**src/hdl/gradient_magnitude_stream_unit_assert.svh**
```systemverilog
// Assertion macros for the gradient magnitude stream unit.
`ifndef GRADIENT_MAGNITUDE_STREAM_UNIT_ASSERT_SVH
`define GRADIENT_MAGNITUDE_STREAM_UNIT_ASSERT_SVH

`ifndef NO_ASSERTIONS
// Same-cycle implication, checked on every rising edge outside reset.
`define GMS_ASSERT_NOW(label, ante, cons) \
  label: assert property (@(posedge clk) disable iff (!rst_n) (ante) |-> (cons)) \
    else $error("gms: same-cycle check failed");
// Next-cycle implication, checked on every rising edge outside reset.
`define GMS_ASSERT_NEXT(label, ante, cons) \
  label: assert property (@(posedge clk) disable iff (!rst_n) (ante) |=> (cons)) \
    else $error("gms: next-cycle check failed");
`else
`define GMS_ASSERT_NOW(label, ante, cons)
`define GMS_ASSERT_NEXT(label, ante, cons)
`endif

`endif

```
**src/hdl/gms_pkg.sv**
```systemverilog
// Shared types and constants of the gradient magnitude stream unit.
package gms_pkg;

  localparam int PIX_W      = 8;
  localparam int LW_W       = 11;
  localparam int ROWS_W     = 16;
  localparam int CFG_DATA_W = 16;
  localparam int CFG_IDX_W  = 1;
  localparam int SUM_W      = 15;
  localparam int BIT_IDX_W  = 3;

  localparam logic [CFG_IDX_W-1:0] REG_LINE_WIDTH = 1'b0;
  localparam logic [CFG_IDX_W-1:0] REG_FRAME_ROWS = 1'b1;

  localparam logic [LW_W-1:0]   LINE_WIDTH_RST = 11'd1024;
  localparam logic [ROWS_W-1:0] FRAME_ROWS_RST = 16'd1024;

  localparam logic [BIT_IDX_W-1:0] ROOT_MSB = 3'd7;

  // Commands from the controller to the datapath.
  typedef struct packed {
    logic                 accept;
    logic                 calc_dy;
    logic                 calc_sq;
    logic                 root_step;
    logic [BIT_IDX_W-1:0] root_bit;
    logic                 round;
    logic                 load_out;
  } gms_cmd_t;

endpackage

```
**src/hdl/gms_ctrl.sv**
```systemverilog
// Controller state machine: sequences one pixel through the datapath.
module gms_ctrl
  import gms_pkg::*;
(
  input  logic     clk,
  input  logic     rst_n,
  input  logic     in_tvalid,
  output logic     in_tready,
  output logic     out_tvalid,
  input  logic     out_tready,
  output gms_cmd_t cmd
);

  localparam logic [2:0] S_IDLE  = 3'd0;
  localparam logic [2:0] S_DIFF  = 3'd1;
  localparam logic [2:0] S_SQ    = 3'd2;
  localparam logic [2:0] S_ROOT  = 3'd3;
  localparam logic [2:0] S_ROUND = 3'd4;
  localparam logic [2:0] S_OUT   = 3'd5;

  logic [2:0]           state_r, state_nxt;
  logic [BIT_IDX_W-1:0] bit_r, bit_nxt;
  logic                 out_valid_r, out_valid_nxt;
  logic                 slot_free;

  assign in_tready  = (state_r == S_IDLE);
  assign out_tvalid = out_valid_r;
  assign slot_free  = !out_valid_r || out_tready;

  always_comb begin
    state_nxt    = state_r;
    bit_nxt      = bit_r;
    cmd          = '0;
    cmd.root_bit = bit_r;
    case (state_r)
      S_IDLE: begin
        if (in_tvalid) begin
          cmd.accept = 1'b1;
          state_nxt  = S_DIFF;
        end
      end
      S_DIFF: begin
        cmd.calc_dy = 1'b1;
        state_nxt   = S_SQ;
      end
      S_SQ: begin
        cmd.calc_sq = 1'b1;
        bit_nxt     = ROOT_MSB;
        state_nxt   = S_ROOT;
      end
      S_ROOT: begin
        cmd.root_step = 1'b1;
        if (bit_r == '0) begin
          state_nxt = S_ROUND;
        end else begin
          bit_nxt = bit_r - 1'b1;
        end
      end
      S_ROUND: begin
        cmd.round = 1'b1;
        state_nxt = S_OUT;
      end
      S_OUT: begin
        if (slot_free) begin
          cmd.load_out = 1'b1;
          state_nxt    = S_IDLE;
        end
      end
      default: begin
        state_nxt = S_IDLE;
      end
    endcase
  end

  always_comb begin
    out_valid_nxt = out_valid_r;
    if (cmd.load_out) begin
      out_valid_nxt = 1'b1;
    end else if (out_tready) begin
      out_valid_nxt = 1'b0;
    end
  end

  always_ff @(posedge clk) begin
    if (!rst_n) begin
      state_r     <= S_IDLE;
      bit_r       <= '0;
      out_valid_r <= 1'b0;
    end else begin
      state_r     <= state_nxt;
      bit_r       <= bit_nxt;
      out_valid_r <= out_valid_nxt;
    end
  end

endmodule

```
**config.mk**
```make
export PLATFORM = sky130hd
export DESIGN_NAME = gms_ctrl
export DESIGN_NICKNAME = d
export VERILOG_FILES = /design/src/hdl/gradient_magnitude_stream_unit_assert.svh /design/src/hdl/gms_pkg.sv /design/src/hdl/gms_ctrl.sv
export SDC_FILE = /design/constraint.sdc
export NUM_CORES = 1
export LEC_CHECK = 0
export BUFFER_PORTS_ARGS = -buffer_cell sky130_fd_sc_hd__buf_4
export CORE_AREA = 2 2 39 41
export DETAILED_ROUTE_END_ITERATION = 10
export DIE_AREA = 0 0 41 43
export GPL_TIMING_DRIVEN = 0
export SLEW_MARGIN = 20
export SYNTH_ARGS = -nofsm -noshare
export SYNTH_HDL_FRONTEND = slang
export SYNTH_SLANG_ARGS = --single-unit
```
**constraint.sdc**
```tcl
create_clock -name clk -period 2 [get_ports clk]
set_input_delay 0.4 -clock clk [delete_from_list [all_inputs] [get_ports clk]]
set_output_delay 0.4 -clock clk [all_outputs]
set_load 0.03 [all_outputs]
```
# Yosys cells after proc, flatten, opt, wreduce, memory -nomap -nowiden
# Cells that the tools add are included.
[totals] register_bits=7 latch_bits=0 ram_bits=0 mem_bits_ro=0 inputBits=4 out_inout_bits=11 word_cells=37 mem_count=0
[classes] n_addsub=1 mul=0 n_div=0 n_lt_le_gt_ge=0 eq_ne=9 shift=0 mux=16 bitwise_logic=0 n_reduce_logical=8
[ops] operator="$pmux W3 S6" count=1
[ops] operator="$mux W3" count=4
[ops] operator="$mux W1" count=10
[ops] operator="$ne A2 B2 Y1 const B" count=4
[ops] operator="$eq A3 B2 Y1 const B" count=2
[ops] operator="$eq A3 B3 Y1 const B" count=2
[ops] operator="$logic_not A3 Y1" count=2
[ops] operator="$pmux W3 S2" count=1
[ops] operator="$reduce_bool A2 Y1" count=2
[ops] operator="$eq A3 B1 Y1 const B" count=1
[ops] operator="$reduce_and A3 Y1" count=1
[ops] operator="$sub A3 B1 Y3 const B" count=1
[ops] operator="$reduce_and A2 Y1" count=1
[ops] operator="$logic_not A1 Y1" count=1
[ops] operator="$logic_or A1 B1 Y1" count=1

# Longest topological paths before layout
# Gate-level depths: netlist of run 1.
[depth] ltp_word=5 depth_mapped=6 mapped_depth_nobuf=6

# Worst setup path before layout of run 1
# No wires, ideal clock.
[synth_path] kind="register -> output" start="reg state_r[0]" end="out cmd[8] (netlist bit)" arrival_time_ns=1.328 required_ns=1.600 slack_ns=0.272 stages_incl_launch_ff=4 n_path_buf=1 cell_sequence="dfxtp_1 > buf_6 > nor3_2 > and2_1"
[synth_rtl] element="from (decl)" line="gms_ctrl.sv:21" text="logic [2:0] state_r, state_nxt;"
[synth_rtl] element="from (signal assigned)" line="gms_ctrl.sv:90" text="state_r <= state_nxt;"
[synth_rtl] element="to (decl)" line="gms_ctrl.sv:11" text="output gms_cmd_t cmd"

==> summary.md, run 1 <==
| Metric | Value |
|---|---|
| Status | `completed` |
| Int Pwr | `0.4267 mW` |
| Root Buffer Master | `clkbuf_4` |
| Post-synth top cells | `dfxtp_1, a21oi_1, nor2_1, nor3_1` |
| Reg-to-reg endpoint | `state_r[0]$_SDFFE_PN0P_` |
| Hold-fix buffers, CTS | `0` |
| Die area | `1763 sq um` |
| RR Startpoint | `bit_r[0]$_SDFFE_PN0P_` |
| Starting Density | `35.90%` |
| Global route total overflow | `0` |
| Worst min path class | `input pin to flip-flop` |
| PD cells | `1191 nW/um^2` |
| Worst-Skew Late Latency | `250 ps` |
| Final Total Pwr | `0.7720 mW` |
| Register bit total from synthesis | `7` |
| Async S/R FF share, synth | `0%` |
| Mapped Nets | `between 50 and 60` |
| Pleak | `0.2689 nW` |
| TritonCTS clock tree | `built` |
| Top FF cell, synth | `dfxtp_1` |
| R2R depth | `5` |
| Routed Antenna Nets | `0` |
| Final setup viols | `0` |
| Warnings, synthesis | `0` |
| Post-synth top area share | `28.21%` |
| Die width | `41 um` |
| Sequential-to-total area share from yosys stat | `28.21%` |
| Nets | `78` |
| Period utilization | `85.83%` |
| Clk pwr share | `about 17%` |
| DRC | `0` |
| EDFF count, synth | `0` |
| Area grow syn2layout | `30.48%` |
| DPL Wire Length | `720.2 um` |
| Gr usage total | `12.37%` |
| Synth Instances | `53` |
| Top-count cell post-synth | `dfxtp_1` |
| CP max FO | `10` |
| Worst slew pin tran | `between 300 and 400 ps` |
| Clock skew | `4.919 ps` |
| DR vias | `around 440` |
| Startpoint class of the critical path | `flip-flop` |
| Total clock buffers created by CTS | `3` |
| Crit path time final | `around 1700 ps` |
| Post-Route Utilization | `46.84%` |
| FP Rows | `14` |
| Crit path kind | `flip-flop to output port` |
| Max Cap Violations | `0` |
| I/O pin count | `15` |
| Drt first pass iters | `4` |
| WP data arrival | `1320 ps` |
| Die height | `~43 um` |
| P_sw | `~0.35 mW` |
| IO buf count | `14` |
| Flop pwr share | `between 20% and 30%` |
| Iteration-0 DRC Markers | `6` |
| Vias in the first global route | `361` |
| Vias per inst | `5.103` |
| Worst setup endpoint | `cmd[0]` |
| Maximum clock path buffer count | `2` |
| Largest net degree at the start of global routing | `11` |
| Fin Setup TNS | `0 ps` |
| CTS HTree Levels | `1` |
| Setup bufs post-CTS | `0` |
| Cts repair resizes | `0` |
| Cell type with the highest aggregate area in the netlist | `dfxtp_1` |
| First-pass GRT wire length | `1538 um` |
| GP Congestion | `just over 0.7` |
| F_max | `582.5 MHz` |
| Clock tree sinks | `7` |
| Switching part of the total | `44.73%` |
| Initial antenna violation count | `0` |
| Final Slew Violations | `0` |
| Core ar. | `1384 sq um` |
| Yosys cell types | `31` |
| Slew margin rel. | `between 70% and 80%` |
| Comb power frac | `57.3%` |
| Routed wire per std cell | `10.71 um` |
| Mapped Area | `approximately 500 sq um` |
| Syn_area_per_cell | `9.372 sq um` |
| N_diodes | `0` |
| Worst setup path start | `state_r[0]$_SDFFE_PN0P_` |
| Fillcell total | `148` |
| Clk slew on worst S/H paths | `~60 ps` |
| Fin. Hold Viols | `0` |
| Max VDD drop | `0.0004814 V` |
| Critical path data required time | `1600 ps` |
| Synth area leaders | `dfxtp_1, o41ai_4, ha_1` |
| Crit end category | `output port` |
| Layout cells sized above 1 | `45.07%` |
| R2R setup slack | `650 ps` |
| Total Wirelength | `932 um` |
| RSZ-0062 raised after global routing | `false` |
sequential cells by signal, summed over array words and instances, names as in the netlist:
| name | cells |
|---|---|
| state_r | 3 |
| bit_r | 3 |
| out_tvalid | 1 |
worst max-delay path, cell delays in order, from the launching register on:
cell and delay (ps):
dfxtp_1 450, buf_6 190, nand3b_1 90, nor2_1 90, buf_4 100, buf_4 140
layout by cell type, fill, tap and decap left out, types with 2 or more instances in the layout:
cell type,n
clkbuf_4,3
nor2_1,4
buf_4,15
buf_6,2
o21ai_1,2
inv_1,2
ha_1,2
a21oi_1,4
and2_1,2
o21ai_0,2
nand2b_1,2
dfxtp_1,7
nand3_1,2
nor3_1,3
stage by stage:
| step | std cells | hold WS [ps] | instance area (sq um) | setup slack (ps) |
|---|---|---|---|---|
| 2_1_floorplan | 53 | 527.9 | 496.7 | 271.7 |
| 3_3_place_gp | 83 | 522.8 | 621.8 | 552.9 |
| 3_5_place_dp | 83 | 528.9 | 621.8 | 550.0 |
| 4_1_cts | 87 | 431.1 | 648.1 | 268.2 |
| 5_1_grt | 87 | 447.9 | 648.1 | 195.5 |
| 6_report | 87 | 435.2 | 648.1 | 283.4 |
layer usage:
layer	up-vias	part of all wire [%]	global-route usage (%)
li1	223	-	-
met1	208	47	17.80
met2	11	47	17.50
met3	2	5.5	1.571
met4	0	0.64	6.000
met5	-	0	0
cell families (layout without fill, tap and decap cells):
group           count (synthesis)  in the layout  synth area share (%)
compound gates                 13             13                 22.42
buf+inv                         6             24                 8.564
flops                           7              7                 28.21
simple gates                   25             25                 35.77
fa+ha+maj                       2              2                 5.037
worst min-delay path by stage:
stage / startpoint / end / slack (ps) / cells after the start
after global routing: rst_n / state_r[2]$_SDFFE_PN0P_ / 450 / 3
after CTS: rst_n / bit_r[2]$_SDFFE_PN0P_ / 430 / 2
final: rst_n / bit_r[2]$_SDFFE_PN0P_ / 440 / 2
after floorplan: rst_n / bit_r[2]$_SDFFE_PN0P_ / 530 / 1
after detailed placement: out_tvalid$_SDFFE_PN0P_ / out_tvalid$_SDFFE_PN0P_ / 530 / 2
after global placement: out_tvalid$_SDFFE_PN0P_ / out_tvalid$_SDFFE_PN0P_ / 520 / 2
cell type report:
type / instances / area, sq um / area share [%]
multi-input combinational: 40 / 314.1 / 48.46
sequential: 7 / 140.1 / 21.62
timing repair buffer: 14 / 105.1 / 16.22
buffer: 4 / 35.03 / 5.405
clock buffer: 4 / 26.28 / 4.054
tap: 16 / 20.02 / 3.089
inverter: 2 / 7.507 / 1.158
power by group through the flow:
stage	clock, mW	sequential, mW	combinational [mW]
5_1_grt	0.143	0.205	0.476
4_1_cts	0.134	0.201	0.446
3_5_place_dp	0	0.203	0.445
2_1_floorplan	0	0.227	0.303
3_3_place_gp	0	0.203	0.442
6_report	0.129	0.201	0.443
Power figures use the tool's default switching activity.
==> run 2: changes to the inputs <==
Settings changed: ABC_AREA from default to 1, CORE_AREA 2 2 39 41 to 5 5 42 44, DIE_AREA 0 0 41 43 to 0 0 47 49.
==> run 2 against run 1 <==
Sequential share of layout area increased by 2.5 points; area after synthesis decreased by 14%; synthesized cell count rose by 28%; largest cell class unchanged; via count is 2.9% lower.
==> summary.md, run 2 <==
| Metric | Value |
|---|---|
| Status | `completed` |
| Mapped Area | `roughly 430 sq um` |
| Clock skew | `3.188 ps` |
| Slew margin rel. | `79.26%` |
| Worst min path class | `input pin to flip-flop` |
| DR vias | `431` |
| Routed wire per std cell | `~8.4 um` |
| Total clock buffers created by CTS | `3` |
| Synth area leaders | `dfxtp_1, inv_1, nor2_1` |
| Iteration-0 DRC Markers | `3` |
| N_diodes | `0` |
| Max Cap Violations | `0` |
| Max VDD drop | `0.0003978 V` |
| Pleak | `0.3039 nW` |
| Maximum clock path buffer count | `2` |
| Sequential-to-total area share from yosys stat | `approximately 33%` |
| Cts repair resizes | `0` |
| Die width | `47 um` |
| Clk slew on worst S/H paths | `50 ps` |
| Startpoint class of the critical path | `flip-flop` |
| DRC | `0` |
| Crit path kind | `flip-flop to output port` |
| Initial antenna violation count | `0` |
| Commonest non-fill, non-tap cell in the layout | `buf_4` |
| Clock tree sinks | `7` |
| Top FF cell, synth | `dfxtp_1` |
| Mapped Nets | `74` |
| Hold-fix buffers, CTS | `0` |
| Largest net degree at the start of global routing | `11` |
| Die area | `approximately 2300 sq um` |
| DPL Wire Length | `725.8 um` |
| Die height | `slightly below 50 um` |
| Warnings, synthesis | `0` |
| Top-count cell post-synth | `inv_1` |
| Starting Density | `30.63%` |
| RSZ-0062 raised after global routing | `false` |
| Nets | `93` |
| TritonCTS clock tree | `built` |
| Critical path data required time | `1600 ps` |
| F_max | `approximately 590 MHz` |
| CTS HTree Levels | `1` |
| Gr usage total | `8.598%` |
| FP Rows | `14` |
| IO buf count | `14` |
| I/O pin count | `15` |
| Worst-Skew Late Latency | `250 ps` |
| Routed Antenna Nets | `0` |
| Vias in the first global route | `367` |
| Drt first pass iters | `2` |
| PD cells | `1060 nW/um^2` |
| Layout cells sized above 1 | `24.42%` |
| CP max FO | `4` |
| Setup bufs post-CTS | `0` |
| Crit path time final | `approximately 1700 ps` |
| Worst slew pin tran | `roughly 310 ps` |
| GP Congestion | `0.6874` |
| WP data arrival | `1300 ps` |
| Final setup viols | `0` |
| EDFF count, synth | `0` |
| Register bit total from synthesis | `7` |
| Final Slew Violations | `0` |
| Syn_area_per_cell | `roughly 6.3 sq um` |
| Yosys cell types | `14` |
| Period utilization | `84.75%` |
| Root Buffer Master | `clkbuf_4` |
| Total Wirelength | `858 um` |
| First-pass GRT wire length | `1442 um` |
| Post-synth top area share | `32.65%` |
| Fin Setup TNS | `0 ps` |
| Global route total overflow | `0` |
| Fin. Hold Viols | `0` |
| Area grow syn2layout | `35.28%` |
| Commonest non-fill, non-tap cells in the layout | `buf_4, inv_1, nor2_1, nand2_1` |
| Crit end category | `output port` |
| Synth Instances | `between 60 and 70` |
| Async S/R FF share, synth | `0%` |
| Core ar. | `1401 sq um` |
| Post-synth top cells | `inv_1, nor2_1, nand2_1, a21oi_1, dfxtp_1` |
| Final Total Pwr | `0.6155 mW` |
| Vias per inst | `4.225` |
| Cell type with the highest aggregate area in the netlist | `dfxtp_1` |
run 2: cell count changes in the layout (fill, tap and decap cells not counted), sizes merged, moves of 2 or more:
cell    previous run  this run
a21oi              4         7
and2               4         0
buf               18        16
inv                2        15
nand2              1        12
nand2b             3         0
nor2               4        13
nor2b              2         0
nor3               4         2
run 2: logic make-up after synthesis:
| family | share of synthesized area, % |
|---|---|
| fa+ha+maj | 5.830 |
| flops | 32.65 |
| xor+xnor | 2.041 |
| buf+inv | 16.62 |
| simple gates | 30.03 |
| compound gates | 12.83 |
run 2: final cells by class:
| class | count | area (sq um) |
|---|---|---|
| Clock buffer | 4 | 26.28 |
| Inverter | 15 | 56.30 |
| Timing Repair Buffer | 14 | 105.1 |
| Buffer | 2 | 15.01 |
| Fill cell | 171 | 820.8 |
| Tap cell | 16 | 20.02 |
| Multi-Input combinational cell | 44 | 217.7 |
| Sequential cell | 7 | 140.1 |
run 2: through the flow:
step	util, %	worst slack (ps)	hold slack (ps)	std cells	area, sq um
after floorplan	-	368.4	535.7	68	429.2
after global placement	39.55	556.0	497.6	98	554.3
after detailed placement	39.55	555.8	511.4	98	554.3
after CTS	41.43	276.9	422.0	102	580.6
after global routing	41.43	144.4	436.1	102	580.6
final	41.43	305.0	425.2	102	580.6
run 2: metal layers:
layer  part of all wire [%]  track usage [%]
met3                    8.6            2.214
met2                     43            11.09
met5                      0                0
met1                     48            11.45
met4                   0.93            6.912
run 2: final timing paths:
path	start	endpoint	slack (ps)	depth (start not counted)
worst min-delay path	rst_n	bit_r[1]$_SDFFE_PN0P_	430	3
worst max-delay path	state_r[0]$_SDFFE_PN0P_	cmd[0]	300	6
worst min register to register	bit_r[1]$_SDFFE_PN0P_	bit_r[1]$_SDFFE_PN0P_	510	2
worst max register to register	bit_r[0]$_SDFFE_PN0P_	bit_r[1]$_SDFFE_PN0P_	760	7
run 2: worst max-delay path: stages, from the launching register on:
cell and delay (ps):
dfxtp_1 370, inv_1 90, nor2_1 140, nand2_1 110
nor2_1 90, buf_4 100, buf_4 140
run 2: power breakdown:
part	total, mW	switching (mW)	internal [mW]
clock network	0.123	0.0471	0.0758
registers	0.190	0.0248	0.165
logic	0.302	0.189	0.113
==> run 3: changes to the inputs <==
Clock period 2 ns to 1.68 ns, I/O delays scaled along.
==> run 3 against run 2 <==
Final cell count is the same; critical path depth unchanged; combinational power increased by 20%; register-to-register slack worse by 320 ps; clock power rose by 19%; first-iteration DRC count is the same; die area is the same.
==> summary.md, run 3 (synthesized netlist as in run 2, its figures left out) <==
| Metric | Value |
|---|---|
| R2R depth | `7` |
| CTS HTree Levels | `1` |
| Fin. Hold Viols | `0` |
| Met2 WL | `360 um` |
| Period utilization | `between 90% and 100%` |
| Final setup viols | `0` |
| Hold depth | `3` |
| Max incr delay on CP | `roughly 350 ps` |
| CP max-delay cell | `dfxtp_2` |
| Setup bufs post-CTS | `0` |
| Die area | `2303 sq um` |
| Commonest non-fill, non-tap cells in the layout | `buf_4, inv_1, nand2_1, nor2_1, a21oi_1` |
| Area grow syn2layout | `36.73%` |
| Root Buffer Master | `clkbuf_4` |
| CP delay by family, top | `flip-flops` |
| Maximum clock path buffer count | `2` |
| Final Total Pwr | `approximately 0.74 mW` |
| IO buf count | `14` |
| Met3 wire len | `74 um` |
| Die height | `49 um` |
| CP Cell Sequence | `inv_1 > nor2_2 > nand2_1 > nor2_1 > buf_4 > buf_4` |
| DPL Wire Length | `roughly 730 um` |
| Pleak | `0.3044 nW` |
| Crit end category | `output port` |
| DRC | `0` |
| Initial antenna violation count | `0` |
| Critical path data required time | `1340 ps` |
| Vias in the first global route | `367` |
| First-pass GRT wire length | `1442 um` |
| Routed Antenna Nets | `0` |
| Placed Instances | `between 90 and 100` |
| Status | `completed` |
| Hold path startpoint | `rst_n` |
| Total clock buffers created by CTS | `3` |
| CP max FO | `4` |
| Crit path kind | `flip-flop to output port` |
| Largest net degree at the start of global routing | `11` |
| Max Cap Violations | `0` |
| Post-Route Utilization | `between 40% and 50%` |
| DR vias | `roughly 430` |
| RR Startpoint | `bit_r[0]$_SDFFE_PN0P_` |
| Met1 WL | `410 um` |
| RSZ-0062 raised after global routing | `true` |
| Commonest non-fill, non-tap cell in the layout | `buf_4` |
| Max Used Layer | `met4` |
| Non-Filler Instances | `102` |
| R2R setup slack | `about 440 ps` |
| Crit path time final | `1562 ps` |
| CP bufs+invs | `3` |
| Crit path top cell by count | `buf_4` |
| Starting Density | `30.63%` |
| Slew margin rel. | `79.26%` |
| Global route total overflow | `0` |
| Startpoint class of the critical path | `flip-flop` |
| F_max | `roughly 640 MHz` |
| Worst min path class | `input pin to flip-flop` |
| Layout cells sized above 1 | `~28%` |
| PD cells | `about 1300 nW/um^2` |
| I/O pin count | `15` |
| Final Slew Violations | `0` |
| Reg-to-reg endpoint | `bit_r[1]$_SDFFE_PN0P_` |
| Clock tree sinks | `7` |
| N_diodes | `0` |
| Fin Setup TNS | `0 ps` |
| Hold WS | `about 360 ps` |
| Worst-Skew Late Latency | `250 ps` |
| WP data arrival | `1230 ps` |
| Max VDD drop | `0.0004774 V` |
| Drt first pass iters | `2` |
| Clk slew on worst S/H paths | `approximately 50 ps` |
| Gr usage total | `8.598%` |
| Worst slew pin tran | `about 300 ps` |
| Nets | `between 90 and 100` |
| TritonCTS clock tree | `built` |
| Core ar. | `1401 sq um` |
| Clock skew | `3.188 ps` |
| Die width | `47 um` |
| Hold-fix buffers, CTS | `0` |
| Vias per inst | `4.225` |
| Iteration-0 DRC Markers | `3` |
| GP Congestion | `0.6874` |
| FP Rows | `14` |
| Routed wire per std cell | `roughly 8.4 um` |
| Hold Crit Endpoint | `bit_r[1]$_SDFFE_PN0P_` |
| Total Wirelength | `853 um` |
-- run 3: cell count changes in the layout (fill, tap and decap cells not counted) --
cell     previous run  this run
nor2_2              0         2
dfxtp_1             7         6
dfxtp_2             0         1
nor2_1             12        10
-- run 3: layer usage --
layer	vias up	GRT usage, %
li1	244	-
met1	174	11.45
met2	11	11.09
met3	2	2.214
met4	0	6.912
met5	-	0
-- run 3: worst max-delay path by stage --
stage	from	endpoint	slack [ps]	cells past startpoint
floorplan	state_r[2]$_SDFFE_PN0P_	cmd[7]	110	2
global placement	state_r[0]$_SDFFE_PN0P_	cmd[0]	300	6
detailed placement	state_r[0]$_SDFFE_PN0P_	cmd[0]	300	6
CTS	state_r[0]$_SDFFE_PN0P_	cmd[0]	20	6
global route	state_r[0]$_SDFFE_PN0P_	cmd[0]	-6	6
finish	state_r[0]$_SDFFE_PN0P_	cmd[0]	120	6
-- run 3: area by class of cell --
cell class | instances | area (sq um)
Fill cell | 169 | 814.5
Multi-Input combinational cell | 44 | 222.7
Sequential cell | 7 | 141.4
Timing Repair Buffer | 14 | 105.1
Inverter | 15 | 56.30
Clock buffer | 4 | 26.28
Tap cell | 16 | 20.02
Buffer | 2 | 15.01
-- run 3: stage by stage --
| step | setup slack, ps | instance area [sq um] |
|---|---|---|
| 3_5_place_dp | 299.8 | 554.3 |
| 6_report | 117.9 | 586.8 |
| 2_1_floorplan | 112.4 | 429.2 |
| 5_1_grt | -6.351 | 586.8 |
| 3_3_place_gp | 300.0 | 554.3 |
| 4_1_cts | 20.89 | 580.6 |
-- run 3: power by group --
part / internal [mW] / total [mW] / switching [mW]
Sequential: 0.198 / 0.230 / 0.0318
Clock: 0.0903 / 0.146 / 0.0561
Combinational: 0.137 / 0.363 / 0.227
-- run 3: what timing repair did --
item                                    CTS  global route
endpoints found under the setup margin    0             2
resized for setup                         0             3
endpoints found under the hold margin     0             0
-- run 3: worst reg2reg max path, delay by kind of cell (launching register included) --
kind	cells	cell delay (ps)
flops	1	300
compound gates	1	270
fa+ha+maj	1	160
buf+inv	2	200
simple gates	3	220
